**config.mk**
```make
export PLATFORM = sky130hd
export DESIGN_NAME = rle_alpha_glyph_blender
export DESIGN_NICKNAME = d
export VERILOG_FILES = /design/src/rtl/core/rlab_pkg.sv /design/src/rtl/core/rlab_front.sv /design/src/rtl/core/rlab_queue.sv /design/src/rtl/core/rlab_back.sv /design/src/rtl/core/rle_alpha_glyph_blender.sv
export SDC_FILE = /design/constraint.sdc
export NUM_CORES = 1
export LEC_CHECK = 0
export BUFFER_PORTS_ARGS = -buffer_cell sky130_fd_sc_hd__buf_2
export CORE_MARGIN = 4
export CORE_UTILIZATION = 46
export DETAILED_ROUTE_END_ITERATION = 16
export PLACE_DENSITY = 0.71
export SLEW_MARGIN = 15
export SYNTH_ARGS = -nofsm -noshare
export SYNTH_HDL_FRONTEND = slang
export SYNTH_SLANG_ARGS = --single-unit
```
**constraint.sdc**
```tcl
create_clock -name clk -period 28.8 [get_ports clk]
set_input_delay 2.88 -clock clk [delete_from_list [all_inputs] [get_ports clk]]
set_output_delay 2.88 -clock clk [all_outputs]
set_load 0.05 [all_outputs]
```
**src/rtl/core/rlab_pkg.sv**
```systemverilog
// Shared types and constants for the run-length alpha glyph blender.
// No dependencies; every other file of the block refers to it by scoped names.
`default_nettype none

package rlab_pkg;

    // configuration register indexes
    localparam int unsigned CFG_INDEX_W = 3;
    localparam logic [CFG_INDEX_W-1:0] REG_SURFACE_WIDTH  = 3'd0;
    localparam logic [CFG_INDEX_W-1:0] REG_SURFACE_HEIGHT = 3'd1;
    localparam logic [CFG_INDEX_W-1:0] REG_ORIGIN_X       = 3'd2;
    localparam logic [CFG_INDEX_W-1:0] REG_ORIGIN_Y       = 3'd3;
    localparam logic [CFG_INDEX_W-1:0] REG_BLEND_COLOR    = 3'd4;
    localparam int unsigned CFG_DATA_W = 24;

    // mask stream codes
    localparam logic [7:0] CODE_ESCAPE   = 8'h00;
    localparam logic [7:0] CMD_NEXT_ROW  = 8'h00;
    localparam logic [7:0] CMD_GLYPH_END = 8'hFF;

    // front-to-back queue
    localparam int unsigned QUEUE_DEPTH = 2;
    localparam int unsigned QUEUE_PTR_W = $clog2(QUEUE_DEPTH);
    localparam int unsigned QUEUE_CNT_W = $clog2(QUEUE_DEPTH + 1);

    typedef struct packed {
        logic [7:0]  code_byte;
        logic [23:0] dest_pixel;
    } rlab_in_t;

    typedef struct packed {
        logic        write_enable;
        logic [11:0] pixel_x;
        logic [11:0] pixel_y;
        logic [23:0] new_pixel;
        logic [11:0] cursor_x;
        logic [11:0] cursor_y;
        logic        done_res;
        logic        clipped;
    } rlab_out_t;

    typedef struct packed {
        logic [12:0]        surface_width;
        logic [12:0]        surface_height;
        logic signed [13:0] origin_x;
        logic signed [13:0] origin_y;
        logic [23:0]        blend_color;
    } rlab_cfg_t;

    // classified item handed from front to back
    typedef struct packed {
        logic        write_enable;
        logic [11:0] pixel_x;
        logic [11:0] pixel_y;
        logic [8:0]  alpha;
        logic [23:0] dest_pixel;
        logic [11:0] cursor_x;
        logic [11:0] cursor_y;
        logic        done_res;
        logic        clipped;
    } rlab_work_t;

    typedef struct packed {
        logic full;
        logic empty;
    } rlab_queue_status_t;

endpackage

`default_nettype wire

```
**src/rtl/core/rlab_front.sv**
```systemverilog
// Front end: accepts mask bytes, runs the escape decoder and cursor, classifies.
// Depends on rlab_pkg.
`default_nettype none

module rlab_front #(
    parameter int GLYPH_WIDTH  = 6,
    parameter int GLYPH_HEIGHT = 11
) (
    input  wire logic                         clk,
    input  wire logic                         rst_n,
    input  wire rlab_pkg::rlab_cfg_t          cfg,
    input  wire logic                         code_valid,
    output logic                              code_stall,
    input  wire rlab_pkg::rlab_in_t           code_data,
    input  wire rlab_pkg::rlab_queue_status_t q_status,
    output logic                              push,
    output rlab_pkg::rlab_work_t              work
);

    localparam logic [7:0]  GW     = 8'(GLYPH_WIDTH);
    localparam logic [7:0]  GH     = 8'(GLYPH_HEIGHT);
    localparam logic [14:0] GW_EXT = 15'(GLYPH_WIDTH);
    localparam logic [14:0] GH_EXT = 15'(GLYPH_HEIGHT);

    logic       esc_reg, esc_next;
    logic [7:0] col_reg, col_next;
    logic [7:0] row_reg, row_next;

    logic              fits;
    logic signed [14:0] x_end, y_end;
    logic [7:0]        b;
    logic              we;
    logic              done;

    assign code_stall = q_status.full;
    assign push       = code_valid && !q_status.full;
    assign b          = code_data.code_byte;

    always_comb
    begin
        x_end = {cfg.origin_x[13], cfg.origin_x} + signed'(GW_EXT);
        y_end = {cfg.origin_y[13], cfg.origin_y} + signed'(GH_EXT);
        fits  = !cfg.origin_x[13] && !cfg.origin_y[13] &&
                (x_end <= signed'({2'b00, cfg.surface_width})) &&
                (y_end <= signed'({2'b00, cfg.surface_height}));
    end

    always_comb
    begin
        esc_next = esc_reg;
        col_next = col_reg;
        row_next = row_reg;
        we       = 1'b0;
        done     = 1'b0;
        if (esc_reg)
        begin
            esc_next = 1'b0;
            if (b == rlab_pkg::CMD_NEXT_ROW)
            begin
                row_next = row_reg + 8'd1;
                col_next = 8'd0;
            end
            else if (b == rlab_pkg::CMD_GLYPH_END)
            begin
                row_next = 8'd0;
                col_next = 8'd0;
                done     = 1'b1;
            end
            else
            begin
                col_next = col_reg + b;
            end
        end
        else if (b == rlab_pkg::CODE_ESCAPE)
        begin
            esc_next = 1'b1;
        end
        else
        begin
            we       = fits && (col_reg < GW) && (row_reg < GH);
            col_next = col_reg + 8'd1;
        end
    end

    always_comb
    begin
        work.write_enable = we;
        work.pixel_x      = we ? (cfg.origin_x[11:0] + {4'd0, col_reg}) : 12'd0;
        work.pixel_y      = we ? (cfg.origin_y[11:0] + {4'd0, row_reg}) : 12'd0;
        work.alpha        = {1'b0, b} + {8'd0, b[7]};
        work.dest_pixel   = code_data.dest_pixel;
        work.cursor_x     = cfg.origin_x[11:0] + {4'd0, col_next};
        work.cursor_y     = cfg.origin_y[11:0] + {4'd0, row_next};
        work.done_res     = done;
        work.clipped      = !fits;
    end

    always_ff @(posedge clk or negedge rst_n)
    begin
        if (!rst_n)
        begin
            esc_reg <= 1'b0;
            col_reg <= 8'd0;
            row_reg <= 8'd0;
        end
        else if (push)
        begin
            esc_reg <= esc_next;
            col_reg <= col_next;
            row_reg <= row_next;
        end
    end

    // a command byte always closes the escape
    assert property (@(posedge clk) disable iff (!rst_n) (push && esc_reg) |=> !esc_reg)
        else $error("escape still pending after command byte");

endmodule

`default_nettype wire

```
**src/rtl/core/rlab_queue.sv**
```systemverilog
// Short queue between the decoder front and the blend back end.
// Depends on rlab_pkg.
`default_nettype none

module rlab_queue (
    input  wire logic                 clk,
    input  wire logic                 rst_n,
    input  wire logic                 push,
    input  wire rlab_pkg::rlab_work_t push_data,
    input  wire logic                 pop,
    output rlab_pkg::rlab_work_t      pop_data,
    output rlab_pkg::rlab_queue_status_t status
);

    localparam int unsigned DEPTH = rlab_pkg::QUEUE_DEPTH;
    localparam int unsigned PTR_W = rlab_pkg::QUEUE_PTR_W;
    localparam int unsigned CNT_W = rlab_pkg::QUEUE_CNT_W;
    localparam logic [PTR_W-1:0] LAST  = PTR_W'(DEPTH - 1);
    localparam logic [CNT_W-1:0] FULLC = CNT_W'(DEPTH);

    rlab_pkg::rlab_work_t entry_reg [DEPTH];
    logic [PTR_W-1:0] wr_ptr_reg, rd_ptr_reg;
    logic [CNT_W-1:0] count_reg, count_next;

    assign status.full  = (count_reg == FULLC);
    assign status.empty = (count_reg == '0);
    assign pop_data     = entry_reg[rd_ptr_reg];

    always_comb
    begin
        count_next = count_reg;
        if (push && !pop)
            count_next = count_reg + CNT_W'(1);
        else if (pop && !push)
            count_next = count_reg - CNT_W'(1);
    end

    always_ff @(posedge clk)
    begin
        if (push)
            entry_reg[wr_ptr_reg] <= push_data;
    end

    always_ff @(posedge clk or negedge rst_n)
    begin
        if (!rst_n)
        begin
            wr_ptr_reg <= '0;
            rd_ptr_reg <= '0;
            count_reg  <= '0;
        end
        else
        begin
            if (push)
                wr_ptr_reg <= (wr_ptr_reg == LAST) ? '0 : wr_ptr_reg + PTR_W'(1);
            if (pop)
                rd_ptr_reg <= (rd_ptr_reg == LAST) ? '0 : rd_ptr_reg + PTR_W'(1);
            count_reg <= count_next;
        end
    end

    assert property (@(posedge clk) disable iff (!rst_n) count_reg <= FULLC)
        else $error("queue count beyond depth");
    assert property (@(posedge clk) disable iff (!rst_n) status.empty |-> !pop)
        else $error("pop from empty queue");

endmodule

`default_nettype wire

```
**src/rtl/core/rlab_back.sv**
```systemverilog
// Back end: pops classified items, blends the color, holds the output register.
// Depends on rlab_pkg.
`default_nettype none

module rlab_back (
    input  wire logic                         clk,
    input  wire logic                         rst_n,
    input  wire rlab_pkg::rlab_cfg_t          cfg,
    input  wire rlab_pkg::rlab_queue_status_t q_status,
    input  wire rlab_pkg::rlab_work_t         work,
    output logic                              pop,
    output logic                              pix_valid,
    input  wire logic                         pix_stall,
    output rlab_pkg::rlab_out_t               pix_data
);

    // old + floor(alpha * (tgt - old) / 256), low 8 bits
    function automatic logic [7:0] blend_chan(input logic [7:0] old,
                                              input logic [7:0] tgt,
                                              input logic [8:0] alpha);
        logic signed [8:0]  diff;
        logic signed [19:0] prod;
        diff = signed'({1'b0, tgt}) - signed'({1'b0, old});
        prod = signed'({1'b0, alpha}) * diff;
        return old + prod[15:8];
    endfunction

    logic                valid_reg;
    rlab_pkg::rlab_out_t data_reg, data_next;

    assign pop       = !q_status.empty && (!valid_reg || !pix_stall);
    assign pix_valid = valid_reg;
    assign pix_data  = data_reg;

    always_comb
    begin
        data_next.write_enable = work.write_enable;
        data_next.pixel_x      = work.pixel_x;
        data_next.pixel_y      = work.pixel_y;
        data_next.new_pixel    = '0;
        if (work.write_enable)
            data_next.new_pixel = {
                blend_chan(work.dest_pixel[23:16], cfg.blend_color[23:16], work.alpha),
                blend_chan(work.dest_pixel[15:8],  cfg.blend_color[15:8],  work.alpha),
                blend_chan(work.dest_pixel[7:0],   cfg.blend_color[7:0],   work.alpha)};
        data_next.cursor_x     = work.cursor_x;
        data_next.cursor_y     = work.cursor_y;
        data_next.done_res     = work.done_res;
        data_next.clipped      = work.clipped;
    end

    always_ff @(posedge clk)
    begin
        if (pop)
            data_reg <= data_next;
    end

    always_ff @(posedge clk or negedge rst_n)
    begin
        if (!rst_n)
            valid_reg <= 1'b0;
        else if (pop)
            valid_reg <= 1'b1;
        else if (!pix_stall)
            valid_reg <= 1'b0;
    end

    assert property (@(posedge clk) disable iff (!rst_n)
        (valid_reg && !data_reg.write_enable) |->
        (data_reg.new_pixel == '0 && data_reg.pixel_x == '0 && data_reg.pixel_y == '0))
        else $error("non-write result carries pixel data");

endmodule

`default_nettype wire

```
**src/rtl/core/rle_alpha_glyph_blender.sv**
```systemverilog
// Top level of the run-length alpha glyph blender: config registers, front,
// queue and back end. Depends on rlab_pkg, rlab_front, rlab_queue, rlab_back.
//
// Use: the code channel (code_valid/code_stall/code_data) carries one request
// per mask byte with the surface pixel at the cursor; the pix channel returns
// exactly one result per request, in order. A request is taken at an edge where
// valid is high and stall is low.
// Throughput: one request per cycle while the queue is not full, set by the single
// blend stage (three 9x9 multiplies) feeding the output register.
// Path: an accepted request is written to a queue entry, then blended into the
// output register, which raises pix_valid.
// Stall: when pix_stall holds the result, the two-entry queue keeps absorbing
// requests; code_stall rises only when that queue is full.
// Config: cfg_valid/cfg_ready/cfg_index/cfg_data, always ready; indexes beyond
// the register list are ignored. Writes belong between glyphs, with the block idle.
// Reset: rst_n clears config registers, escape state, cursor (column 0, row 0),
// empties the queue and drops pix_valid.
`default_nettype none

module rle_alpha_glyph_blender #(
    parameter int GLYPH_WIDTH  = 6,
    parameter int GLYPH_HEIGHT = 11
) (
    input  wire logic                                  clk,
    input  wire logic                                  rst_n,
    input  wire logic                                  code_valid,
    output logic                                       code_stall,
    input  wire rlab_pkg::rlab_in_t                    code_data,
    output logic                                       pix_valid,
    input  wire logic                                  pix_stall,
    output rlab_pkg::rlab_out_t                        pix_data,
    input  wire logic                                  cfg_valid,
    output logic                                       cfg_ready,
    input  wire logic [rlab_pkg::CFG_INDEX_W-1:0]      cfg_index,
    input  wire logic [rlab_pkg::CFG_DATA_W-1:0]       cfg_data
);

    rlab_pkg::rlab_cfg_t          cfg_reg;
    rlab_pkg::rlab_queue_status_t q_status;
    rlab_pkg::rlab_work_t         push_work, pop_work;
    logic                         push, pop;

    assign cfg_ready = 1'b1;

    // configuration registers
    always_ff @(posedge clk or negedge rst_n)
    begin
        if (!rst_n)
        begin
            cfg_reg <= '0;
        end
        else if (cfg_valid && cfg_ready)
        begin
            case (cfg_index)
                rlab_pkg::REG_SURFACE_WIDTH:  cfg_reg.surface_width  <= cfg_data[12:0];
                rlab_pkg::REG_SURFACE_HEIGHT: cfg_reg.surface_height <= cfg_data[12:0];
                rlab_pkg::REG_ORIGIN_X:       cfg_reg.origin_x       <= signed'(cfg_data[13:0]);
                rlab_pkg::REG_ORIGIN_Y:       cfg_reg.origin_y       <= signed'(cfg_data[13:0]);
                rlab_pkg::REG_BLEND_COLOR:    cfg_reg.blend_color    <= cfg_data;
                default: ;
            endcase
        end
    end

    // front: decode and classify
    rlab_front #(
        .GLYPH_WIDTH  (GLYPH_WIDTH),
        .GLYPH_HEIGHT (GLYPH_HEIGHT)
    ) u_front (
        .clk        (clk),
        .rst_n      (rst_n),
        .cfg        (cfg_reg),
        .code_valid (code_valid),
        .code_stall (code_stall),
        .code_data  (code_data),
        .q_status   (q_status),
        .push       (push),
        .work       (push_work)
    );

    // decoupling queue
    rlab_queue u_queue (
        .clk       (clk),
        .rst_n     (rst_n),
        .push      (push),
        .push_data (push_work),
        .pop       (pop),
        .pop_data  (pop_work),
        .status    (q_status)
    );

    // back: blend and output register
    rlab_back u_back (
        .clk       (clk),
        .rst_n     (rst_n),
        .cfg       (cfg_reg),
        .q_status  (q_status),
        .work      (pop_work),
        .pop       (pop),
        .pix_valid (pix_valid),
        .pix_stall (pix_stall),
        .pix_data  (pix_data)
    );

endmodule

`default_nettype wire
```
# Yosys cells after proc, flatten, opt, wreduce, memory -nomap -nowiden
# Memories as Yosys holds them, arrays and structs flattened.
# Cells that the tools add are included.
dict set report op_classes {
  addsub 20
  mul 3
  magnitude_cmp 4
  eq_ne 7
  n_mux 24
  n_reduce_logical 28
}
# operator count
set ops {}
lappend ops {{$mux W8} 7}
lappend ops {{$add A12 B8 Y12} 4}
lappend ops {{$mul A10 B9 Y16} 3}
lappend ops {{$add A8 B8 Y8} 4}
lappend ops {{$le A15 B14 Y1} 2}
lappend ops {{$sub A8 B8 Y9} 3}
lappend ops {{$mux W12} 2}
lappend ops {{$add A8 B1 Y8 const B} 2}
lappend ops {{$add A14 B4 Y15 const B} 1}
lappend ops {{$add A14 B5 Y15 const B} 1}
lappend ops {{$mux W1} 13}
lappend ops {{$reduce_and A2 Y1} 5}
lappend ops {{$add A8 B1 Y9} 1}
lappend ops {{$logic_and A1 B1 Y1} 9}
lappend ops {{$logic_not A1 Y1} 9}
lappend ops {{$eq A8 B8 Y1 const B} 1}
lappend ops {{$logic_not A8 Y1} 1}
lappend ops {{$lt A8 B3 Y1 const B} 1}
lappend ops {{$lt A8 B4 Y1 const B} 1}
lappend ops {{$eq A3 B2 Y1 const B} 2}
lappend ops {{$mux W2} 2}
lappend ops {{$eq A3 B1 Y1 const B} 1}
lappend ops {{$eq A3 B3 Y1 const B} 1}
lappend ops {{$logic_not A3 Y1} 1}
lappend ops {{other kinds (8)} 9}
dict set report totals {
  ff_bits 175
  ram_bits 168
  input_bits 64
  out_inout_bits 78
  word_cells 107
  memories 1
}
# memory depth width read_ports rd_clocked_by_memory_dff wr line_no
set mem_list {}
lappend mem_list {u_queue.entry_reg 2 84 1 0 1 rlab_queue.sv:21} ;# rlab_pkg::rlab_work_t entry_reg [DEPTH];

# Longest topological paths before layout
# Gate-level depths: netlist (run 1).
dict set report logic_depth {
  ltp_word 9
  depth_mapped 38
  ltp_nobuf 33
}

# Modules after synthesis
# A second synthesis (run 1) with hierarchy kept.
dict set report hier_totals {
  hier_cells 2191
  hier_area_um2 25177.9
}
# mod n_inst cells_each area_each_um2 seq_area_each_um2
set by_module_without_submodules {}
lappend by_module_without_submodules {rlab_back 1 1110 11275.8 2277.2}
lappend by_module_without_submodules {rlab_queue 1 277 6256.0 5144.9}
lappend by_module_without_submodules {rlab_front 1 633 4663.2 425.4}
lappend by_module_without_submodules {rle_alpha_glyph_blender 1 171 2982.9 1951.9}

# Worst setup path before layout (run 1)
# Ideal clock, no wire load.
dict set report synth_timing {
  path_kind {reg-to-reg}
  startpoint {register u_queue.rd_ptr_reg}
  endpoint {register u_back.data_reg, in the netlist u_back.pix_data[33] (data pin)}
  setup_time_ns 0.260
  t_arrival_ns 8.866
  required_time_ns 28.540
  slack_ns 19.674
  path_stages_with_launch 36
  n_path_buf 5
  period_less_slack_ns 9.126
  cell_sequence {dfrtp_1 -> clkbuf_1 -> buf_2 -> buf_2 -> clkbuf_1 -> buf_1 -> mux2_1 -> ha_1 -> fa_1 -> o21ai_1 -> a31oi_1 -> xor2_1 -> nand2b_1 -> fa_1 -> fa_1 -> inv_1 -> fa_1 -> fa_1 -> inv_1 -> fa_1 -> inv_1 -> ha_1 -> a21oi_1 -> a21oi_2 -> o21ai_1 -> nand2b_1 -> a21oi_1 -> xnor2_1 -> ha_1 -> a21o_1 -> a31oi_1 -> o21bai_1 -> a21o_1 -> xnor2_1 -> xnor2_1 -> mux2_4}
}
dict set report synth_between {
  elab_chain_len 4
}
# item line_no
set synth_lines {}
lappend synth_lines {{start: declaration} rlab_queue.sv:22} ;# logic [PTR_W-1:0] wr_ptr_reg, rd_ptr_reg;
lappend synth_lines {{start signal: assignment} rlab_queue.sv:57} ;# rd_ptr_reg <= (rd_ptr_reg == LAST) ? '0 : rd_ptr_reg + PTR_W'(1);
lappend synth_lines {{$mem_v2 Z2 W84 *} n/a}
lappend synth_lines {{$sub A8 B8 Y9} rlab_back.sv:23} ;# diff = signed'({1'b0, tgt}) - signed'({1'b0, old});
lappend synth_lines {{$mul A10 B9 Y16} rlab_back.sv:24} ;# prod = signed'({1'b0, alpha}) * diff;
lappend synth_lines {{$add A8 B8 Y8} rlab_back.sv:25} ;# return old + prod[15:8];
lappend synth_lines {{end signal: assignment} rlab_back.sv:55} ;# data_reg <= data_next;
lappend synth_lines {{end: declaration} rlab_back.sv:29} ;# rlab_pkg::rlab_out_t data_reg, data_next;
# Every way passes the cells marked *; elsewhere a longest branch is shown, timed or not.
# A chain may end at the register's enable or synchronous reset.

# Final worst setup path (run 1)
# Ends and elaborated chain as after synthesis.

==> out/metrics.yaml, run 1 <==
sta:
  setup_tns_ns: 0
  setup_viol: 0
  finalHoldViolations: 0
  relSlewSlack_pct: 24.7
  fmax_mhz: 109
  setup_ws_ns: 19.62
  maxSlewViolCount: 0
  grt_setup_unrepaired: "false"
  skew_ns: 0.0180
  tightest_slew_ns: 1.12
  finalCritPeriodShare_pct: 31.9
  finalCriticalPeriod_ns: 9.18
finish:
  syn_to_final_growth_pct: 11.6
  num-nets-final: 2768
  instances_no_fill: 3032
  largest_register_ffs: 168
  diodes: 0
  drive_gt1_share_pct: 11.3
die:
  die_w_um: 238
  row_count: 84
  start_util_pct: 46.4
  num_io_pins: 142
  die_h_um: 238
  core_um2: 52600
  die-area_um2: 56700
critical_path:
  startpoint: "u_queue.rd_ptr_reg"
  end_kind: "flip-flop"
  cpMaxStageDelayCell: "dfrtp_4"
  setup.worst_path.class: "flip-flop to flip-flop"
  cp.required_ns: 29.11
  arrival_ns: 9.48
  r2r_start: "u_queue.rd_ptr_reg"
  cp_num_cells: 30
  path_buf_inv: 3
  crit_path_max_fanout: 43
  critPathTopFamily: "adder cells"
  r2r_cells: 30
  worstSetupStartpointType: "flip-flop"
  max_stage_delay_ns: 0.92
  crit_top_cell: "fa_1"
min_path:
  hold_depth: 1
  hold_class: "flip-flop to flip-flop"
  min_from: "cfg_reg[51]"
synth:
  synth_flop_cell: "edfxtp_1"
  ys_top_cells_by_area: "edfxtp_1 (30%), fa_1 (13%), ha_1 (12%), dfrtp_1 (10%), mux2_1 (4.6%)"
  netlist_instances: 2176
  synth_top_area_share_pct: 29.9
  synth-async-reset-ratio_pct: 29.2
  yosys.area_share.simple_pct: 10.9
  syn_area_um2: 24400
  synth-compound-area-share_pct: 7.08
  synth_seq_cells: 343
  syn_nets: 2630
  seq_area_frac_synth_pct: 40.2
  synth_top_area_cell: "edfxtp_1"
  yosys_warnings: 0
  synth_mux_area_share_pct: 6.54
  synth-adder-area-share_pct: 24.9
  synth.avg_cell_area_um2: 11.2
  synth_top_family_by_area: "adder cells"
  synth-edff-count: 243
  synth_xor_xnor_area_share_pct: 5.72
  ys_types: 71
routing:
  dr_total_vias: 16500
  dr.pass1.iters: 5
  drt_first_iter_violations: 1134
  routed_wl_um: 58700
  via_per_inst: 5.43
  ant_nets: 0
  wl_per_cell_um: 19.4
  drcViolationCount: 0
grt:
  grt_pass1_vias: 17400
  antenna_found_initial: 3
  grt_max_degree: 63
  globalRouteOverflowTotal: 0
  grt_pass1_wl_um: 94800
  grt_usage_pct: 21.0
run_status:
  outcome: "finished, final reports clean"
placement:
  finalWeightedCongestion: 0.904
  post-dp-hpwl_um: 43900
  dp_slack_ns: 19.71
  placed_cells: 2961
  port_buffers: 140
clock_tree:
  tritoncts: "built"
  cts-root-buf: "clkbuf_16"
  clkTransAtPathRegs_ns: 0.06
  numCtsBuffers: 38
  cts_num_sinks: 343
  hold_buffers: 0
  cts.repair.resized: 0
  htreeDepth: 2
  clock_insertion_delay_worst_skew_ns: 0.57
  clock_path_buffers: 3
  cts_setup_buffers: 0
job:
  drv_cap: 0
[final timing paths]
kind	end	slack, ns
worst min-delay path	cfg_reg[51]	0.49
min in group asynchronous	u_back.pix_valid	2.34
worst min register to register	cfg_reg[51]	0.49
worst max register to register	u_back.pix_data[33]	19.62
worst max-delay path	u_back.pix_data[33]	19.62
max in group asynchronous	cfg_reg[52]	25.27
[routing by layer]
layer,part of all wire [%],global-route usage [%],vias up
met3,6.1,3.63,96
met5,0.036,0,-
met4,2.6,5.51,4
met1,44,28.9,8201
li1,-,-,7674
met2,47,34.7,500
[through the flow]
stage / util [%] / hold slack [ns] / cell area, um^2
2_1_floorplan: - / 0.459 / 24400
3_3_place_gp: 49.3 / 0.472 / 25900
3_5_place_dp: 49.3 / 0.480 / 25900
4_1_cts: 51.7 / 0.493 / 27200
5_1_grt: 51.8 / 0.534 / 27200
6_report: 51.8 / 0.491 / 27200
[logic make-up (layout without fill, tap and decap cells)]
logic type	count (synthesis)	in the layout
AND/OR/NAND/NOR	561	561
adder cells (fa/ha/maj)	390	390
flip-flops	343	343
buffers and inverters	301	469
AO/OA/AOI/OAI	276	276
XOR/XNOR	159	159
multiplexers	145	145
other	1	1
[final cells by class]
cell class / instances / area [um^2]
fillers: 4598 / 25400
repair buffers: 161 / 865
clock inverters: 23 / 255
inverters: 238 / 895
clock buffers: 47 / 1000
multi-input cells: 1532 / 13500
flip-flops and latches: 343 / 9800
well taps: 688 / 861
[synth_stat cells, types with 10 or more instances]
cell      number
ha_1         232
mux2_1        99
xnor2_1      106
edfxtp_1     243
a21o_1        43
o21bai_1      17
nor2b_1       21
clkbuf_1      52
a31oi_1       11
a21oi_1       77
or2_1         10
nand3_1       33
o21a_1        11
dfrtp_1      100
nand4_1       11
o21ai_0       13
nand2b_1      63
nand2_1      139
xor2_1        53
nor3_1        16
nor2_1       216
o21ai_1       67
fa_1         158
mux2_2        11
mux2i_1       34
inv_1        229
[cell usage in the layout (no fill, tap or decap), drive strengths merged, types with 6 or more instances in the layout]
master	n
dfrtp	100
xor2	53
nand2	139
and3	9
a31oi	11
and2	7
a41oi	7
xnor2	106
or2	12
nand3	33
buf	161
a21oi	78
nand2b	68
clkbuf	47
o21bai	17
nand4	11
ha	232
edfxtp	243
fa	158
clkinvlp	6
inv	238
a21o	43
o21ai	80
nor2	216
o21a	11
mux2	111
mux2i	34
nor3	16
clkinv	14
nor2b	21
Power of run 1 is left out: the tool's default activity adds up to more than one toggle a clock period on the data nets, which glitch-free logic cannot reach.
==> inputs of run 2 (changes only) <==
--- a/config.mk
+++ b/config.mk
@@ -9,7 +9,7 @@
 export CORE_MARGIN = 4
 export CORE_UTILIZATION = 46
 export DETAILED_ROUTE_END_ITERATION = 16
-export PLACE_DENSITY = 0.71
+export PLACE_DENSITY = 0.73
 export SLEW_MARGIN = 15
 export SYNTH_ARGS = -nofsm -noshare
 export SYNTH_HDL_FRONTEND = slang
==> constraint.sdc (replaced) <==
create_clock -name clk -period 8.4 [get_ports clk]
set_input_delay 0.84 -clock clk [delete_from_list [all_inputs] [get_ports clk]]
set_output_delay 0.84 -clock clk [all_outputs]
set_load 0.05 [all_outputs]
==> run 2 against run 1 <==
Compared with the run above:
- worst hold slack lost 0.22 ns
- count of clock-buffer cells in the layout grew 2
- worst setup slack lost 19 ns
- critical endpoint is now u_back.pix_data[49]
- highest routed layer unchanged
==> out/metrics.yaml, run 2 (synthesized netlist as in run 1, its figures left out) <==
critical_path:
  worstSetupStartpointType: "flip-flop"  # unchanged
  crit_path_max_fanout: 8  # was 43
  setup.worst_path.class: "flip-flop to flip-flop"  # unchanged
  cpMaxStageDelayCell: "fa_1"  # was dfrtp_4
  max_stage_delay_ns: 0.54  # was 0.92 ns
  critPathTopFamily: "adder cells"  # unchanged
  cp.required_ns: 8.71  # was 29.11 ns
  end_kind: "flip-flop"  # unchanged
  arrival_ns: 8.35  # was 9.48 ns
  crit_top_cell: "fa_1"  # unchanged
  path_buf_inv: 3  # unchanged
grt:
  globalRouteOverflowTotal: 0  # unchanged
  grt_pass1_wl_um: 94700  # was 94800 um
  grt_max_degree: 61  # was 63
  grt_usage_pct: 21.0  # about the same
  antenna_found_initial: 3  # unchanged
  grt_pass1_vias: 17500  # was 17400
placement:
  post-dp-hpwl_um: 45600  # was 43900 um
  finalWeightedCongestion: 0.935  # was 0.904
  port_buffers: 140  # unchanged
routing:
  ant_nets: 0  # unchanged
  drt_first_iter_violations: 1158  # was 1134
  dr_total_vias: 16700  # was 16500
  drcViolationCount: 0  # unchanged
  wl_per_cell_um: 19.3  # was 19.4 um
  dr.pass1.iters: 6  # was 5
  routed_wl_um: 59400  # was 58700 um
  via_per_inst: 5.41  # was 5.43
sta:
  tightest_slew_ns: 1.20  # was 1.12 ns
  finalCritPeriodShare_pct: 95.7  # was 31.9%
  hold_ws_ns: 0.268  # was 0.491 ns
  maxSlewViolCount: 0  # unchanged
  skew_ns: 0.0250  # was 0.0180 ns
  relSlewSlack_pct: 20.0  # was 24.7%
  finalCriticalPeriod_ns: 8.04  # was 9.18 ns
  setup_viol: 0  # unchanged
  finalHoldViolations: 0  # unchanged
  fmax_mhz: 124  # was 109 MHz
  grt_setup_unrepaired: "true"  # was false
finish:
  diodes: 0  # unchanged
  final_common_cell: "edfxtp_1"  # unchanged
  largest_register_ffs: 168  # unchanged
  syn_to_final_growth_pct: 14.1  # was 11.6%
  num-nets-final: 2815  # was 2768
  drive_gt1_share_pct: 14.7  # was 11.3%
  layout_common_cells: "edfxtp_1 (243), ha_1 (230), inv_1 (228), nor2_1 (214), fa_1 (156)"  # was edfxtp_1 (243), ha_1 (232), inv_1 (228), nor2_1 (214), fa_1 (158)
clock_tree:
  cts_num_sinks: 343  # unchanged
  clkTransAtPathRegs_ns: 0.06  # about the same
  numCtsBuffers: 39  # was 38
  tritoncts: "built"  # unchanged
  clock_insertion_delay_worst_skew_ns: 0.57  # about the same
  cts-root-buf: "clkbuf_16"  # unchanged
  clock_path_buffers: 3  # unchanged
  hold_buffers: 0  # unchanged
  htreeDepth: 2  # unchanged
die:
  start_util_pct: 46.4  # unchanged
  row_count: 84  # unchanged
  die_h_um: 238  # unchanged
  core_um2: 52600  # unchanged
  num_io_pins: 142  # unchanged
  die-area_um2: 56700  # unchanged
  die_w_um: 238  # unchanged
run_status:
  outcome: "finished, final reports clean"  # unchanged
min_path:
  hold_class: "input port to async pin"  # was flip-flop to flip-flop
job:
  drv_cap: 0  # unchanged
[run 2: worst reg2reg max path, delay by kind of cell (launching register included)]
kind	cells	cell delay (ns)
buffers and inverters	3	0.26
muxes	1	0.36
AOI/OAI and AO/OA	8	1.45
and+or+nand+nor	8	1.17
xor gates and xnor gates	3	0.53
DFF	1	0.50
adders and majority gates	9	3.51
[run 2: layout make-up]
type	count	area, um^2
Clock buffer	49	1060
Multi-Input combinational cell	1532	13700
Tap cell	688	861
Inverter	238	895
Clock inverter	23	250
Fill cell	4486	24700
Sequential cell	343	9800
Timing Repair Buffer	207	1240
[run 2: stage by stage]
stage          util (%)  worst slack, ns  instance area (um^2)  std cells  TNS [ns]
2_1_floorplan         -           0.0136                 24400       2176         0
3_3_place_gp       50.0            0.234                 26300       3002         0
3_5_place_dp       50.0           0.0476                 26300       3002         0
4_1_cts            52.5           0.0169                 27600       3074         0
5_1_grt            52.9          -0.0489                 27800       3080   -0.0489
6_report           52.9            0.357                 27800       3080         0
[run 2: layer usage]
layer  share of wire, %  global-route usage, %  vias up
met3                5.9                   3.70      127
met2                 47                   34.4      469
met1                 44                   28.5     8310
met5              0.032                      0        -
met4                3.5                   7.25        4
li1                   -                      -     7768
[run 2: path summary, 6_finish.rpt]
| check | slack, ns | to | from | cells past startpoint |
|---|---|---|---|---|
| min in group clk | 0.47 | u_queue.entry_reg[0][43] | code_data[17] | 1 |
| worst min register to register | 0.50 | u_back.pix_valid | u_back.pix_valid | 2 |
| worst min-delay path | 0.27 | u_queue.count_reg[1] | rst_n | 1 |
| worst max register to register | 0.36 | u_back.pix_data[49] | u_queue.rd_ptr_reg | 32 |
| worst max-delay path | 0.36 | u_back.pix_data[49] | u_queue.rd_ptr_reg | 32 |
| max in group asynchronous | 6.90 | u_front.col_reg[0] | rst_n | 2 |
[run 2: repair_timing]
item / in CTS / in global routing
gates resized for setup: 0 / 31
setup buffers: 0 / 6
endpoints found under the setup margin: 0 / 5
Power of run 2 is left out for the same reason.
